--- src/hdl/sopr_pkg.sv ---
// Shared types and constants for the serial odd-parity receiver.
// No dependencies; every other file of the block but sopr_if imports this package.
`default_nettype none

package sopr_pkg;

    // Tick counter must hold three halves of the widest bit period.
    localparam int TICK_W = 17;

    // Configuration register indexes.
    localparam int CFG_IDX_W = 2;
    localparam logic [CFG_IDX_W-1:0] CFG_BIT_PERIOD    = 2'd0;
    localparam logic [CFG_IDX_W-1:0] CFG_TIMEOUT_TICKS = 2'd1;
    localparam logic [CFG_IDX_W-1:0] CFG_MESSAGE_BYTES = 2'd2;
    localparam int CFG_DATA_W = 32;

    // Reset values of the configuration registers.
    localparam logic [15:0] BIT_PERIOD_RST    = 16'd200;
    localparam logic [31:0] TIMEOUT_TICKS_RST = 32'd1000000;
    localparam logic [7:0]  MESSAGE_BYTES_RST = 8'd1;

    typedef enum logic [1:0] {
        PH_HUNT = 2'd0,
        PH_BITS = 2'd1,
        PH_STOP = 2'd2
    } t_phase;

    typedef enum logic [1:0] {
        EV_BYTE_OK = 2'd0,
        EV_PARITY  = 2'd1,
        EV_TIMEOUT = 2'd2
    } t_event;

    typedef struct packed {
        logic [15:0] bit_period;
        logic [31:0] timeout_ticks;
        logic [7:0]  message_bytes;
    } t_cfg;

    typedef struct packed {
        t_event      event_res;
        logic [7:0]  data;
        logic [7:0]  byte_index;
        logic        last;
    } t_result;

endpackage

`default_nettype wire

--- src/hdl/sopr_if.sv ---
// Valid/ready channel interfaces for line samples and receiver results.
// Standalone; used by the top level of the serial odd-parity receiver.
`default_nettype none

interface sopr_in_if;
    logic valid;
    logic ready;
    logic line_level;

    modport source (output valid, output line_level, input ready);
    modport sink (input valid, input line_level, output ready);
endinterface

interface sopr_out_if;
    logic       valid;
    logic       ready;
    logic [1:0] event_res;
    logic [7:0] data;
    logic [7:0] byte_index;
    logic       last;

    modport source (output valid, output event_res, output data,
                    output byte_index, output last, input ready);
    modport sink (input valid, input event_res, input data,
                  input byte_index, input last, output ready);
endinterface

`default_nettype wire

--- src/hdl/sopr_cfg.sv ---
// Configuration register bank of the serial odd-parity receiver.
// Depends on sopr_pkg.
`default_nettype none

module sopr_cfg (
    input  wire logic                             i_clk,
    input  wire logic                             i_rst_n,
    input  wire logic                             i_we,
    input  wire logic [sopr_pkg::CFG_IDX_W-1:0]   i_idx,
    input  wire logic [sopr_pkg::CFG_DATA_W-1:0]  i_data,
    output sopr_pkg::t_cfg                        o_cfg
);
    import sopr_pkg::*;

    t_cfg r_cfg;

    always_ff @(posedge i_clk) begin
        if (!i_rst_n) begin
            r_cfg.bit_period    <= BIT_PERIOD_RST;
            r_cfg.timeout_ticks <= TIMEOUT_TICKS_RST;
            r_cfg.message_bytes <= MESSAGE_BYTES_RST;
        end else if (i_we) begin
            case (i_idx)
                CFG_BIT_PERIOD:    r_cfg.bit_period    <= i_data[15:0];
                CFG_TIMEOUT_TICKS: r_cfg.timeout_ticks <= i_data[31:0];
                CFG_MESSAGE_BYTES: r_cfg.message_bytes <= i_data[7:0];
                default: ;
            endcase
        end
    end

    assign o_cfg = r_cfg;

endmodule

`default_nettype wire

--- src/hdl/sopr_core.sv ---
// Receive state machine: bit timing, byte assembly, parity and message control.
// Depends on sopr_pkg.
`default_nettype none

module sopr_core (
    input  wire logic         i_clk,
    input  wire logic         i_rst_n,
    input  wire logic         i_step,
    input  wire logic         i_level,
    input  sopr_pkg::t_cfg    i_cfg,
    output logic              o_res_valid,
    output sopr_pkg::t_result o_res
);
    import sopr_pkg::*;

    t_phase            r_phase, n_phase;
    logic [TICK_W-1:0] r_tick, n_tick;
    logic [3:0]        r_bitn, n_bitn;
    logic [7:0]        r_shift, n_shift;
    logic              r_par, n_par;
    logic [7:0]        r_bytes, n_bytes;
    logic [31:0]       r_idle, n_idle;

    logic [TICK_W:0]   triple;
    logic [TICK_W-1:0] first_len;
    logic [TICK_W-1:0] period_len;
    logic [TICK_W-1:0] tick_dec;
    logic              msg_done;

    // Delay from the start edge to the first data sample, at least one tick.
    assign triple     = {2'b00, i_cfg.bit_period} + {1'b0, i_cfg.bit_period, 1'b0};
    assign first_len  = (triple[TICK_W:1] == '0) ? TICK_W'(1) : triple[TICK_W:1];
    assign period_len = (i_cfg.bit_period == '0) ? TICK_W'(1)
                                                 : {1'b0, i_cfg.bit_period};
    assign tick_dec   = (r_tick != '0) ? r_tick - TICK_W'(1) : '0;
    assign msg_done   = ({1'b0, r_bytes} + 9'd1) >= {1'b0, i_cfg.message_bytes};

    always_ff @(posedge i_clk) begin
        if (!i_rst_n) begin
            r_phase <= PH_HUNT;
            r_tick  <= '0;
            r_bitn  <= '0;
            r_shift <= '0;
            r_par   <= 1'b0;
            r_bytes <= '0;
            r_idle  <= '0;
        end else begin
            r_phase <= n_phase;
            r_tick  <= n_tick;
            r_bitn  <= n_bitn;
            r_shift <= n_shift;
            r_par   <= n_par;
            r_bytes <= n_bytes;
            r_idle  <= n_idle;
        end
    end

    always_comb begin
        n_phase     = r_phase;
        n_tick      = r_tick;
        n_bitn      = r_bitn;
        n_shift     = r_shift;
        n_par       = r_par;
        n_bytes     = r_bytes;
        n_idle      = r_idle;
        o_res_valid = 1'b0;
        o_res       = '{event_res: EV_BYTE_OK, data: '0, byte_index: '0, last: 1'b0};

        if (i_step) begin
            case (r_phase)
                PH_HUNT: begin
                    // The idle timeout wins over a start edge on the same tick.
                    if (r_bytes != '0 && r_idle >= i_cfg.timeout_ticks) begin
                        o_res_valid      = 1'b1;
                        o_res.event_res  = EV_TIMEOUT;
                        o_res.byte_index = r_bytes;
                        o_res.last       = 1'b1;
                        n_bytes          = '0;
                        n_idle           = '0;
                    end else if (!i_level) begin
                        n_phase = PH_BITS;
                        n_tick  = first_len;
                        n_bitn  = '0;
                        n_shift = '0;
                        n_par   = 1'b0;
                    end else if (r_idle != '1) begin
                        n_idle = r_idle + 32'd1;
                    end
                end
                PH_BITS: begin
                    n_tick = tick_dec;
                    if (tick_dec == '0) begin
                        n_tick = period_len;
                        if (!r_bitn[3]) begin
                            n_shift = r_shift | (8'(i_level) << r_bitn[2:0]);
                            n_par   = r_par ^ i_level;
                            n_bitn  = r_bitn + 4'd1;
                        end else begin
                            // Parity sample: data ones plus parity must be odd.
                            n_phase     = PH_STOP;
                            n_bitn      = '0;
                            o_res_valid = 1'b1;
                            if ((r_par ^ i_level) == 1'b0) begin
                                o_res.event_res  = EV_PARITY;
                                o_res.byte_index = r_bytes;
                                o_res.last       = 1'b1;
                                n_bytes          = '0;
                            end else begin
                                o_res.event_res  = EV_BYTE_OK;
                                o_res.data       = r_shift;
                                o_res.byte_index = r_bytes;
                                o_res.last       = msg_done;
                                n_bytes          = msg_done ? 8'd0 : r_bytes + 8'd1;
                            end
                        end
                    end
                end
                PH_STOP: begin
                    n_tick = tick_dec;
                    if (tick_dec == '0) begin
                        n_phase = PH_HUNT;
                        n_idle  = '0;
                    end
                end
                default: n_phase = PH_HUNT;
            endcase
        end
    end

endmodule

`default_nettype wire

--- src/hdl/sopr_out_reg.sv ---
// Result register between the receive logic and the result channel.
// Depends on sopr_pkg.
`default_nettype none

module sopr_out_reg (
    input  wire logic         i_clk,
    input  wire logic         i_rst_n,
    input  wire logic         i_load,
    input  sopr_pkg::t_result i_res,
    input  wire logic         i_ready,
    output logic              o_valid,
    output sopr_pkg::t_result o_res,
    output logic              o_can_load
);
    import sopr_pkg::*;

    logic    r_valid;
    t_result r_res;

    // Room for a new result when empty or when the held one leaves this cycle.
    assign o_can_load = !r_valid || i_ready;

    always_ff @(posedge i_clk) begin
        if (!i_rst_n) begin
            r_valid <= 1'b0;
        end else if (o_can_load) begin
            r_valid <= i_load;
        end
    end

    always_ff @(posedge i_clk) begin
        if (o_can_load && i_load) begin
            r_res <= i_res;
        end
    end

    assign o_valid = r_valid;
    assign o_res   = r_res;

endmodule

`default_nettype wire

--- src/hdl/serial_odd_parity_receiver.sv ---
// Serial odd-parity receiver, top level. Depends on sopr_pkg, sopr_if,
// sopr_cfg, sopr_core and sopr_out_reg.
// Throughput: one line sample per clock cycle, every cycle while the result
// side is ready or no result is held. A result is registered for the output
// channel when the sample that produces it is transferred.
// Reset (synchronous, active low) restores the register defaults and hunting.
`default_nettype none

module serial_odd_parity_receiver (
    input  wire logic                             i_clk,
    input  wire logic                             i_rst_n,
    sopr_in_if.sink                               i_in,
    sopr_out_if.source                            o_res,
    input  wire logic                             i_cfg_we,
    input  wire logic [sopr_pkg::CFG_IDX_W-1:0]   i_cfg_idx,
    input  wire logic [sopr_pkg::CFG_DATA_W-1:0]  i_cfg_data
);
    import sopr_pkg::*;

    t_cfg    cfg;
    t_result core_res;
    t_result held_res;
    logic    core_res_valid;
    logic    can_load;
    logic    step;

    // A sample transfer advances the receiver by exactly one tick. Samples are
    // held off only while a finished result waits and the sink is not ready.
    assign i_in.ready = can_load;
    assign step       = i_in.valid && can_load;

    sopr_cfg u_cfg (
        .i_clk   (i_clk),
        .i_rst_n (i_rst_n),
        .i_we    (i_cfg_we),
        .i_idx   (i_cfg_idx),
        .i_data  (i_cfg_data),
        .o_cfg   (cfg)
    );

    // The state machine decides on each tick whether a byte, a parity error
    // or an idle timeout is reported.
    sopr_core u_core (
        .i_clk       (i_clk),
        .i_rst_n     (i_rst_n),
        .i_step      (step),
        .i_level     (i_in.line_level),
        .i_cfg       (cfg),
        .o_res_valid (core_res_valid),
        .o_res       (core_res)
    );

    // The result register separates the two channels so that a waiting result
    // does not stop sampling when the sink takes it in the same cycle.
    sopr_out_reg u_out (
        .i_clk      (i_clk),
        .i_rst_n    (i_rst_n),
        .i_load     (core_res_valid),
        .i_res      (core_res),
        .i_ready    (o_res.ready),
        .o_valid    (o_res.valid),
        .o_res      (held_res),
        .o_can_load (can_load)
    );

    assign o_res.event_res  = held_res.event_res;
    assign o_res.data       = held_res.data;
    assign o_res.byte_index = held_res.byte_index;
    assign o_res.last       = held_res.last;

endmodule

`default_nettype wire
--- src/flat_wrapper.sv ---
// flat-port wrapper written by rule: the top's interface ports become plain ports
module serial_odd_parity_receiver_flat import sopr_pkg::*;
  (i_clk, i_rst_n, i_cfg_we, i_cfg_idx, i_cfg_data, i_in_valid, i_in_line_level, i_in_ready, o_res_valid, o_res_event_res, o_res_data, o_res_byte_index, o_res_last, o_res_ready);
  sopr_in_if i_in_i ();
  sopr_out_if o_res_i ();
  input  wire logic i_clk;
  input  wire logic i_rst_n;
  input  wire logic i_cfg_we;
  input  wire logic [sopr_pkg::CFG_IDX_W-1:0] i_cfg_idx;
  input  wire logic [sopr_pkg::CFG_DATA_W-1:0] i_cfg_data;
  input wire logic [$bits(i_in_i.valid)-1:0] i_in_valid;
  input wire logic [$bits(i_in_i.line_level)-1:0] i_in_line_level;
  output wire logic [$bits(i_in_i.ready)-1:0] i_in_ready;
  output wire logic [$bits(o_res_i.valid)-1:0] o_res_valid;
  output wire logic [$bits(o_res_i.event_res)-1:0] o_res_event_res;
  output wire logic [$bits(o_res_i.data)-1:0] o_res_data;
  output wire logic [$bits(o_res_i.byte_index)-1:0] o_res_byte_index;
  output wire logic [$bits(o_res_i.last)-1:0] o_res_last;
  input wire logic [$bits(o_res_i.ready)-1:0] o_res_ready;
  assign i_in_i.valid = i_in_valid;
  assign i_in_i.line_level = i_in_line_level;
  assign i_in_ready = i_in_i.ready;
  assign o_res_valid = o_res_i.valid;
  assign o_res_event_res = o_res_i.event_res;
  assign o_res_data = o_res_i.data;
  assign o_res_byte_index = o_res_i.byte_index;
  assign o_res_last = o_res_i.last;
  assign o_res_i.ready = o_res_ready;
  serial_odd_parity_receiver u_core (.i_clk(i_clk), .i_rst_n(i_rst_n), .i_in(i_in_i), .o_res(o_res_i), .i_cfg_we(i_cfg_we), .i_cfg_idx(i_cfg_idx), .i_cfg_data(i_cfg_data));
endmodule
--- config.mk ---
export PLATFORM = sky130hd
export DESIGN_NAME = serial_odd_parity_receiver_flat
export DESIGN_NICKNAME = d
export VERILOG_FILES = /design/src/hdl/sopr_pkg.sv /design/src/hdl/sopr_if.sv /design/src/hdl/sopr_cfg.sv /design/src/hdl/sopr_core.sv /design/src/hdl/sopr_out_reg.sv /design/src/hdl/serial_odd_parity_receiver.sv /design/src/flat_wrapper.sv
export SDC_FILE = /design/constraint.sdc
export NUM_CORES = 1
export LEC_CHECK = 0
export ABC_CLOCK_PERIOD_IN_PS = 9600
export BUFFER_PORTS_ARGS = -buffer_cell sky130_fd_sc_hd__buf_4
export CAP_MARGIN = 25
export CORE_ASPECT_RATIO = 0.6
export CORE_MARGIN = 2
export CORE_UTILIZATION = 52
export CTS_CLUSTER_DIAMETER = 30
export DETAILED_ROUTE_END_ITERATION = 12
export PLACE_DENSITY = 0.7
export SYNTH_ARGS = -nofsm -noshare
export SYNTH_HDL_FRONTEND = slang
export SYNTH_SLANG_ARGS = --single-unit
--- constraint.sdc ---
create_clock -name i_clk -period 9.6 [get_ports i_clk]
set_input_delay 0.96 -clock i_clk [delete_from_list [all_inputs] [get_ports i_clk]]
set_output_delay 0.96 -clock i_clk [all_outputs]
set_load 0.05 [all_outputs]
==> qor.csv, run 1 <==
metric;value;unit
yosysWarnings;0;
stdcell_area;10300;um2
final-setup-viol-count;0;
final_util;60.1;%
placed_area;9760;um2
fin_tns_setup;0;ns
synthFlopType;dfxtp_1;
cts.clk_slew.worst_paths;0.06;ns
crit_path_max_fanout;20;
finalNonFillerCells;1403;
die-area;18700;um2
grt_pass1_wl;39200;um
post_cts_buffers;0;
placementRows;37;
gp_congestion;0.929;
antenna_found_initial;0;
first_global_vias;7548;
globalRouteTotalUtil;26.4;%
nFillCells;1554;
area_delta_synth_final;13.1;%
syn-num-nets;1232;
die_height;107;um
initial_core_util;53.2;%
synthDistinctLibCells;77;
synth_enable_flop_cells;19;
drive_gt1_share;10.8;%
critPathRequiredTime;9.96;ns
power.leakage;3.96;nW
fin_skew;0.0102;ns
vdd_drop_max;106;uV
ys_ff_latch;148;
worst_setup_path_start_kind;flip-flop;
critPathKind;flip-flop to flip-flop;
clockRootBuffer;clkbuf_16;
tightest_slew;0.860;ns
min_path_type;flip-flop to flip-flop;
cp.arrival;4.25;ns
dp_cells;1371;
holdBufCountCts;0;
syn_avg_cell_area;8.17;um2
post-route-drc-count;0;
clock_latency;0.43;ns
insertedDiodeCount;0;
ant_nets;0;
status;complete, no violations;
clock.fmax;257;MHz
rsz0062_at_grt;no;
slew_headroom;42.4;%
dr.pass1.iters;5;
hold_viol;0;
io_buffers;60;
synth_cells;1118;
vias;8143;
ys_seq_area_share;34.5;%
end_kind;flip-flop;
slew_viol_final;0;
num_io_pins;61;
post-place-ws;5.80;ns
grt_max_degree;59;
cts_tree;done;
setup_ws;5.71;ns
viasPerCell;5.80;
cap_violations;0;
die_width;175;um
syn_area;9130;um2
cts.sinks;148;
overflow;0;
timing.final.crit_period;3.89;ns
drt_iter0_drc;811;
cts_buffers;17;
htreeDepth;4;
fin_crit_sh;40.5;%
routed_wl;23800;um
power_density;155;nW/um2
core-area;17200;um2
clk_path_buf_depth;2;
wl_per_cell;16.9;um
dp_hpwl;17400;um
synthArstFlopShare;0;%
layout.nets;1270;
ctsResizeCount;0;
[metal layers]
layer	wire length, um	up-vias	track usage (%)
li1	-	4037	-
met1	12500	3817	40.8
met2	9140	266	36.5
met3	1870	23	6.70
met4	273	0	5.54
met5	0	-	0
[worst max-delay path, stage by stage (launching register included)]
cell and delay, ns:
dfxtp_1 0.44, inv_1 0.09, ha_1 0.20, or4b_1 0.15
nor4_1 0.08, nor3_1 0.54, nand2_1 0.14, a31oi_1 0.49
o32ai_1 0.17, buf_4 0.21, or3_1 0.65, or4_1 0.51
a21oi_1 0.15
[power breakdown]
group          switching (W)  internal [W]
clock               0.000272      0.000384
sequential         0.0000215      0.000643
combinational       0.000179      0.000106
total               0.000472       0.00113
[cell families (layout without fill, tap and decap cells)]
kind of cell,after synthesis,count (layout),synth area share (%)
adders and majority gates,74,74,10.2
buffers and inverters,125,176,5.30
muxes,21,21,2.33
xor gates and xnor gates,37,37,3.55
DFF,148,148,34.5
and+or+nand+nor,447,447,24.7
AOI/OAI and AO/OA,266,266,19.4
[area by class of cell]
cell class | count | area, um2 | share of cell area [%]
multi-input cells | 845 | 5510 | 53.4
flip-flops and latches | 148 | 3150 | 30.5
repair buffers | 69 | 519 | 5.03
clock buffers | 21 | 440 | 4.26
well taps | 234 | 293 | 2.83
inverters | 75 | 282 | 2.73
clock inverters | 11 | 129 | 1.25
[through the flow]
stage          hold slack, ns  total power (W)
2_1_floorplan           0.417         0.000877
3_3_place_gp            0.434         0.000951
5_1_grt                 0.485          0.00167
3_5_place_dp            0.438         0.000956
4_1_cts                 0.453          0.00161
6_report                0.447          0.00161
[state kept, by name, summed over array words and instances (netlist names)]
register / flops
u_core.u_core.r_par: 1
u_core.u_cfg.o_cfg: 56
u_core.u_out.o_valid: 1
u_core.u_out.o_res: 19
u_core.u_core.r_shift: 8
u_core.u_core.r_bitn: 4
u_core.u_core.r_tick: 17
u_core.u_core.r_phase: 2
u_core.u_core.r_idle: 32
u_core.u_core.r_bytes: 8
[cells in the final DEF, fill, tap and decap left out, types with 9 or more instances in the layout]
master	instances
xor2_1	13
a21o_1	15
buf_4	67
nand4_1	19
edfxtp_1	19
dfxtp_1	129
ha_1	73
nand3_1	42
and3_1	9
mux2i_1	19
a21boi_0	47
nor2b_1	16
inv_1	75
nor2_1	60
clkbuf_16	17
a21oi_1	50
nor4_1	11
and2_1	19
or3_1	12
xnor2_1	24
o21ai_0	63
nor3_1	26
o211ai_1	14
nand2_1	175
[worst paths after layout]
check                           cells after the start  slack [ns]                      from                  endpoint
worst max-delay path                               12        5.71  u_core.u_core.r_bytes[0]  u_core.u_core.r_idle[27]
worst min-delay path                                2        0.45  u_core.u_core.r_shift[0]  u_core.u_core.r_shift[0]
worst max register to register                     12        5.71  u_core.u_core.r_bytes[0]  u_core.u_core.r_idle[27]
worst min register to register                      2        0.45  u_core.u_core.r_shift[0]  u_core.u_core.r_shift[0]
[synthesized netlist by cell type (9+ instances only)]
cell | number | area share [%]
and3_1 | 9 | 0.62
o21ai_0 | 63 | 3.5
a21o_1 | 15 | 1.2
nor2_1 | 61 | 2.5
a21boi_0 | 47 | 3.9
o211ai_1 | 14 | 1.2
and2_1 | 19 | 1.3
a21oi_1 | 51 | 2.8
dfxtp_1 | 129 | 28
edfxtp_1 | 19 | 6.2
xnor2_1 | 24 | 2.3
clkbuf_1 | 41 | 1.7
nor3_1 | 26 | 1.4
inv_1 | 75 | 3.1
or3_1 | 12 | 0.82
mux2i_1 | 19 | 2.1
nor2b_1 | 16 | 1.1
ha_1 | 73 | 10
xor2_1 | 13 | 1.2
nand2_1 | 175 | 7.2
nand3_1 | 42 | 2.3
nor4_1 | 11 | 0.75
nand4_1 | 19 | 1.3
Power figures use the tool's default switching activity.
==> run 2: changes to the inputs <==
--- a/config.mk
+++ b/config.mk
@@ -5,7 +5,7 @@
 export SDC_FILE = /design/constraint.sdc
 export NUM_CORES = 1
 export LEC_CHECK = 0
-export ABC_CLOCK_PERIOD_IN_PS = 9600
+export ABC_CLOCK_PERIOD_IN_PS = 3200
 export BUFFER_PORTS_ARGS = -buffer_cell sky130_fd_sc_hd__buf_4
 export CAP_MARGIN = 25
 export CORE_ASPECT_RATIO = 0.6
@@ -13,7 +13,7 @@
 export CORE_UTILIZATION = 52
 export CTS_CLUSTER_DIAMETER = 30
 export DETAILED_ROUTE_END_ITERATION = 12
-export PLACE_DENSITY = 0.7
+export PLACE_DENSITY = 0.73
 export SYNTH_ARGS = -nofsm -noshare
 export SYNTH_HDL_FRONTEND = slang
 export SYNTH_SLANG_ARGS = --single-unit
==> constraint.sdc (replaced) <==
create_clock -name i_clk -period 3.2 [get_ports i_clk]
set_input_delay 0.32 -clock i_clk [delete_from_list [all_inputs] [get_ports i_clk]]
set_output_delay 0.32 -clock i_clk [all_outputs]
set_load 0.05 [all_outputs]
==> qor.csv, run 2 (same netlist as run 1, synthesis figures left out) <==
metric;value;unit
status;complete, no violations;
cts.clk_slew.worst_paths;0.07;ns
slew_viol_final;0;
gp_congestion;0.917;
die-area;18700;um2
placementRows;37;
net-switching-power;0.00148;W
vdd_drop_max;349;uV
nFillCells;1466;
clockRootBuffer;clkbuf_16;
num_io_pins;61;
grt_pass1_wl;40300;um
cts.sinks;148;
globalRouteTotalUtil;27.2;%
crit_path_max_fanout;6;
grt_max_degree;58;
critPathRequiredTime;3.57;ns
wl_met1;12600;um
slowest_stage;or4_4;
r2r_cells;13;
vias;8532;
htreeDepth;4;
final_cell_mix;174 x nand2_1, 161 x buf_4, 125 x dfxtp_1;
dp_hpwl;18400;um
wl_met3;2220;um
drive_gt1_share;20.5;%
top_layer;met4;
path_cells;inv_2 -> ha_2 -> nor4b_4 -> buf_4 -> nand4_1 -> xor2_2 -> nand4_2 -> o311a_4 -> nand2b_4 -> or2_4 -> buf_6 -> or4_4 -> a21oi_2;
crit_family;simple AND/OR/NAND/NOR gates;
min_path_type;input pin to flip-flop;
worstHoldStart;i_cfg_data[19];
antenna_found_initial;0;
wl_per_cell;16.7;um
clockPowerShare;38.1;%
dr.pass1.iters;5;
timing.final.crit_period;3.14;ns
critPathKind;flip-flop to flip-flop;
timing.hold.ws;0.121;ns
fin_skew;0.0117;ns
tightest_slew;0.773;ns
die_width;175;um
overflow;0;
clock_latency;0.43;ns
holdPathEnd;u_core.u_cfg.o_cfg[27];
cp.buffers_inverters;3;
initial_core_util;53.2;%
mostFrequentLayoutCell;nand2_1;
fin_crit_sh;98.0;%
final_util;65.5;%
power.leakage;4.49;nW
layout.nets;1366;
first_global_vias;7887;
core-area;17200;um2
p_seq_share;40.1;%
largest_register_ffs;56;
area_delta_synth_final;23.2;%
clk_path_buf_depth;2;
power_density;440;nW/um2
slew_headroom;48.4;%
post-route-drc-count;0;
final-setup-viol-count;0;
rrSetupSlack;0.06;ns
worst_setup_path_start_kind;flip-flop;
io_buffers;60;
viasPerCell;5.69;
setup.worst_path.start;u_core.u_core.r_tick[0];
cap_violations;0;
internal-power;0.00347;W
wl_met2;9880;um
r2r_end;u_core.u_core.r_idle[5];
routed_wl;25000;um
ant_nets;0;
cts_tree;done;
cp.arrival;3.51;ns
drt_iter0_drc;774;
power;0.00495;W
holdPathStages;3;
regArea;3160;um2
hold_viol;0;
clock.fmax;319;MHz
die_height;107;um
holdBufCountCts;0;
insertedDiodeCount;0;
switching_share;29.9;%
r2r_start;u_core.u_core.r_tick[0];
critical-path-max-stage-delay;0.47;ns
cts_buffers;17;
comb_power_share;21.9;%
multi_input_area;5710;um2
end_kind;flip-flop;
## run 2: worst min-delay path, stage by stage
cell	delay, ns
buf_4	0.07
nand2_1	0.04
o211ai_1	0.08
## run 2: how the worst max path moves through the flow
| stage | to | depth (start not counted) |
|---|---|---|
| after floorplan | u_core.u_core.r_idle[5] | 12 |
| after global placement | u_core.u_core.r_shift[4] | 12 |
| after detailed placement | u_core.u_core.r_shift[5] | 12 |
| after CTS | u_core.u_core.r_idle[5] | 12 |
| after global routing | u_core.u_core.r_idle[5] | 13 |
| final | u_core.u_core.r_idle[5] | 13 |
## run 2: cell type report
class / instances / area share [%]
inverter: 75 / 2.50
timing repair buffer: 165 / 11.2
clock buffer: 20 / 3.88
clock inverter: 12 / 0.923
multi-input combinational: 845 / 50.8
tap: 234 / 2.60
sequential: 148 / 28.1
## run 2: layer usage
| metal | track usage (%) | up-vias |
|---|---|---|
| met5 | 0 | - |
| met4 | 6.79 | 0 |
| met3 | 6.70 | 32 |
| met2 | 38.1 | 312 |
| met1 | 41.3 | 3959 |
| li1 | - | 4229 |
## run 2: metrics by stage
| stage | instances | worst slack (ns) | setup TNS, ns | cell area [um2] |
|---|---|---|---|---|
| 2_1_floorplan | 1118 | 0.107 | 0 | 9140 |
| 3_3_place_gp | 1457 | -0.261 | -7.22 | 10400 |
| 3_5_place_dp | 1458 | -0.281 | -8.42 | 10400 |
| 4_1_cts | 1490 | 0.000604 | 0 | 11000 |
| 5_1_grt | 1499 | -0.0313 | -0.115 | 11200 |
| 6_report | 1499 | 0.0648 | 0 | 11200 |
## run 2: power by group through the flow
| stage | Clock, W | Sequential, W | Combinational [W] |
|---|---|---|---|
| floorplan | 0 | 0.00201 | 0.000624 |
| global placement | 0 | 0.00202 | 0.000987 |
| detailed placement | 0 | 0.00202 | 0.00100 |
| CTS | 0.00193 | 0.00198 | 0.00102 |
| global route | 0.00200 | 0.00199 | 0.00118 |
| finish | 0.00188 | 0.00198 | 0.00108 |
## run 2: timing repair
action / 4_1_cts / 5_1_grt
gates resized for setup: 6 / 41
hold endpoints to repair: 0 / 0
buffers inserted: 0 / 9
pin swaps: 1 / 14
setup endpoints to repair: 81 / 76
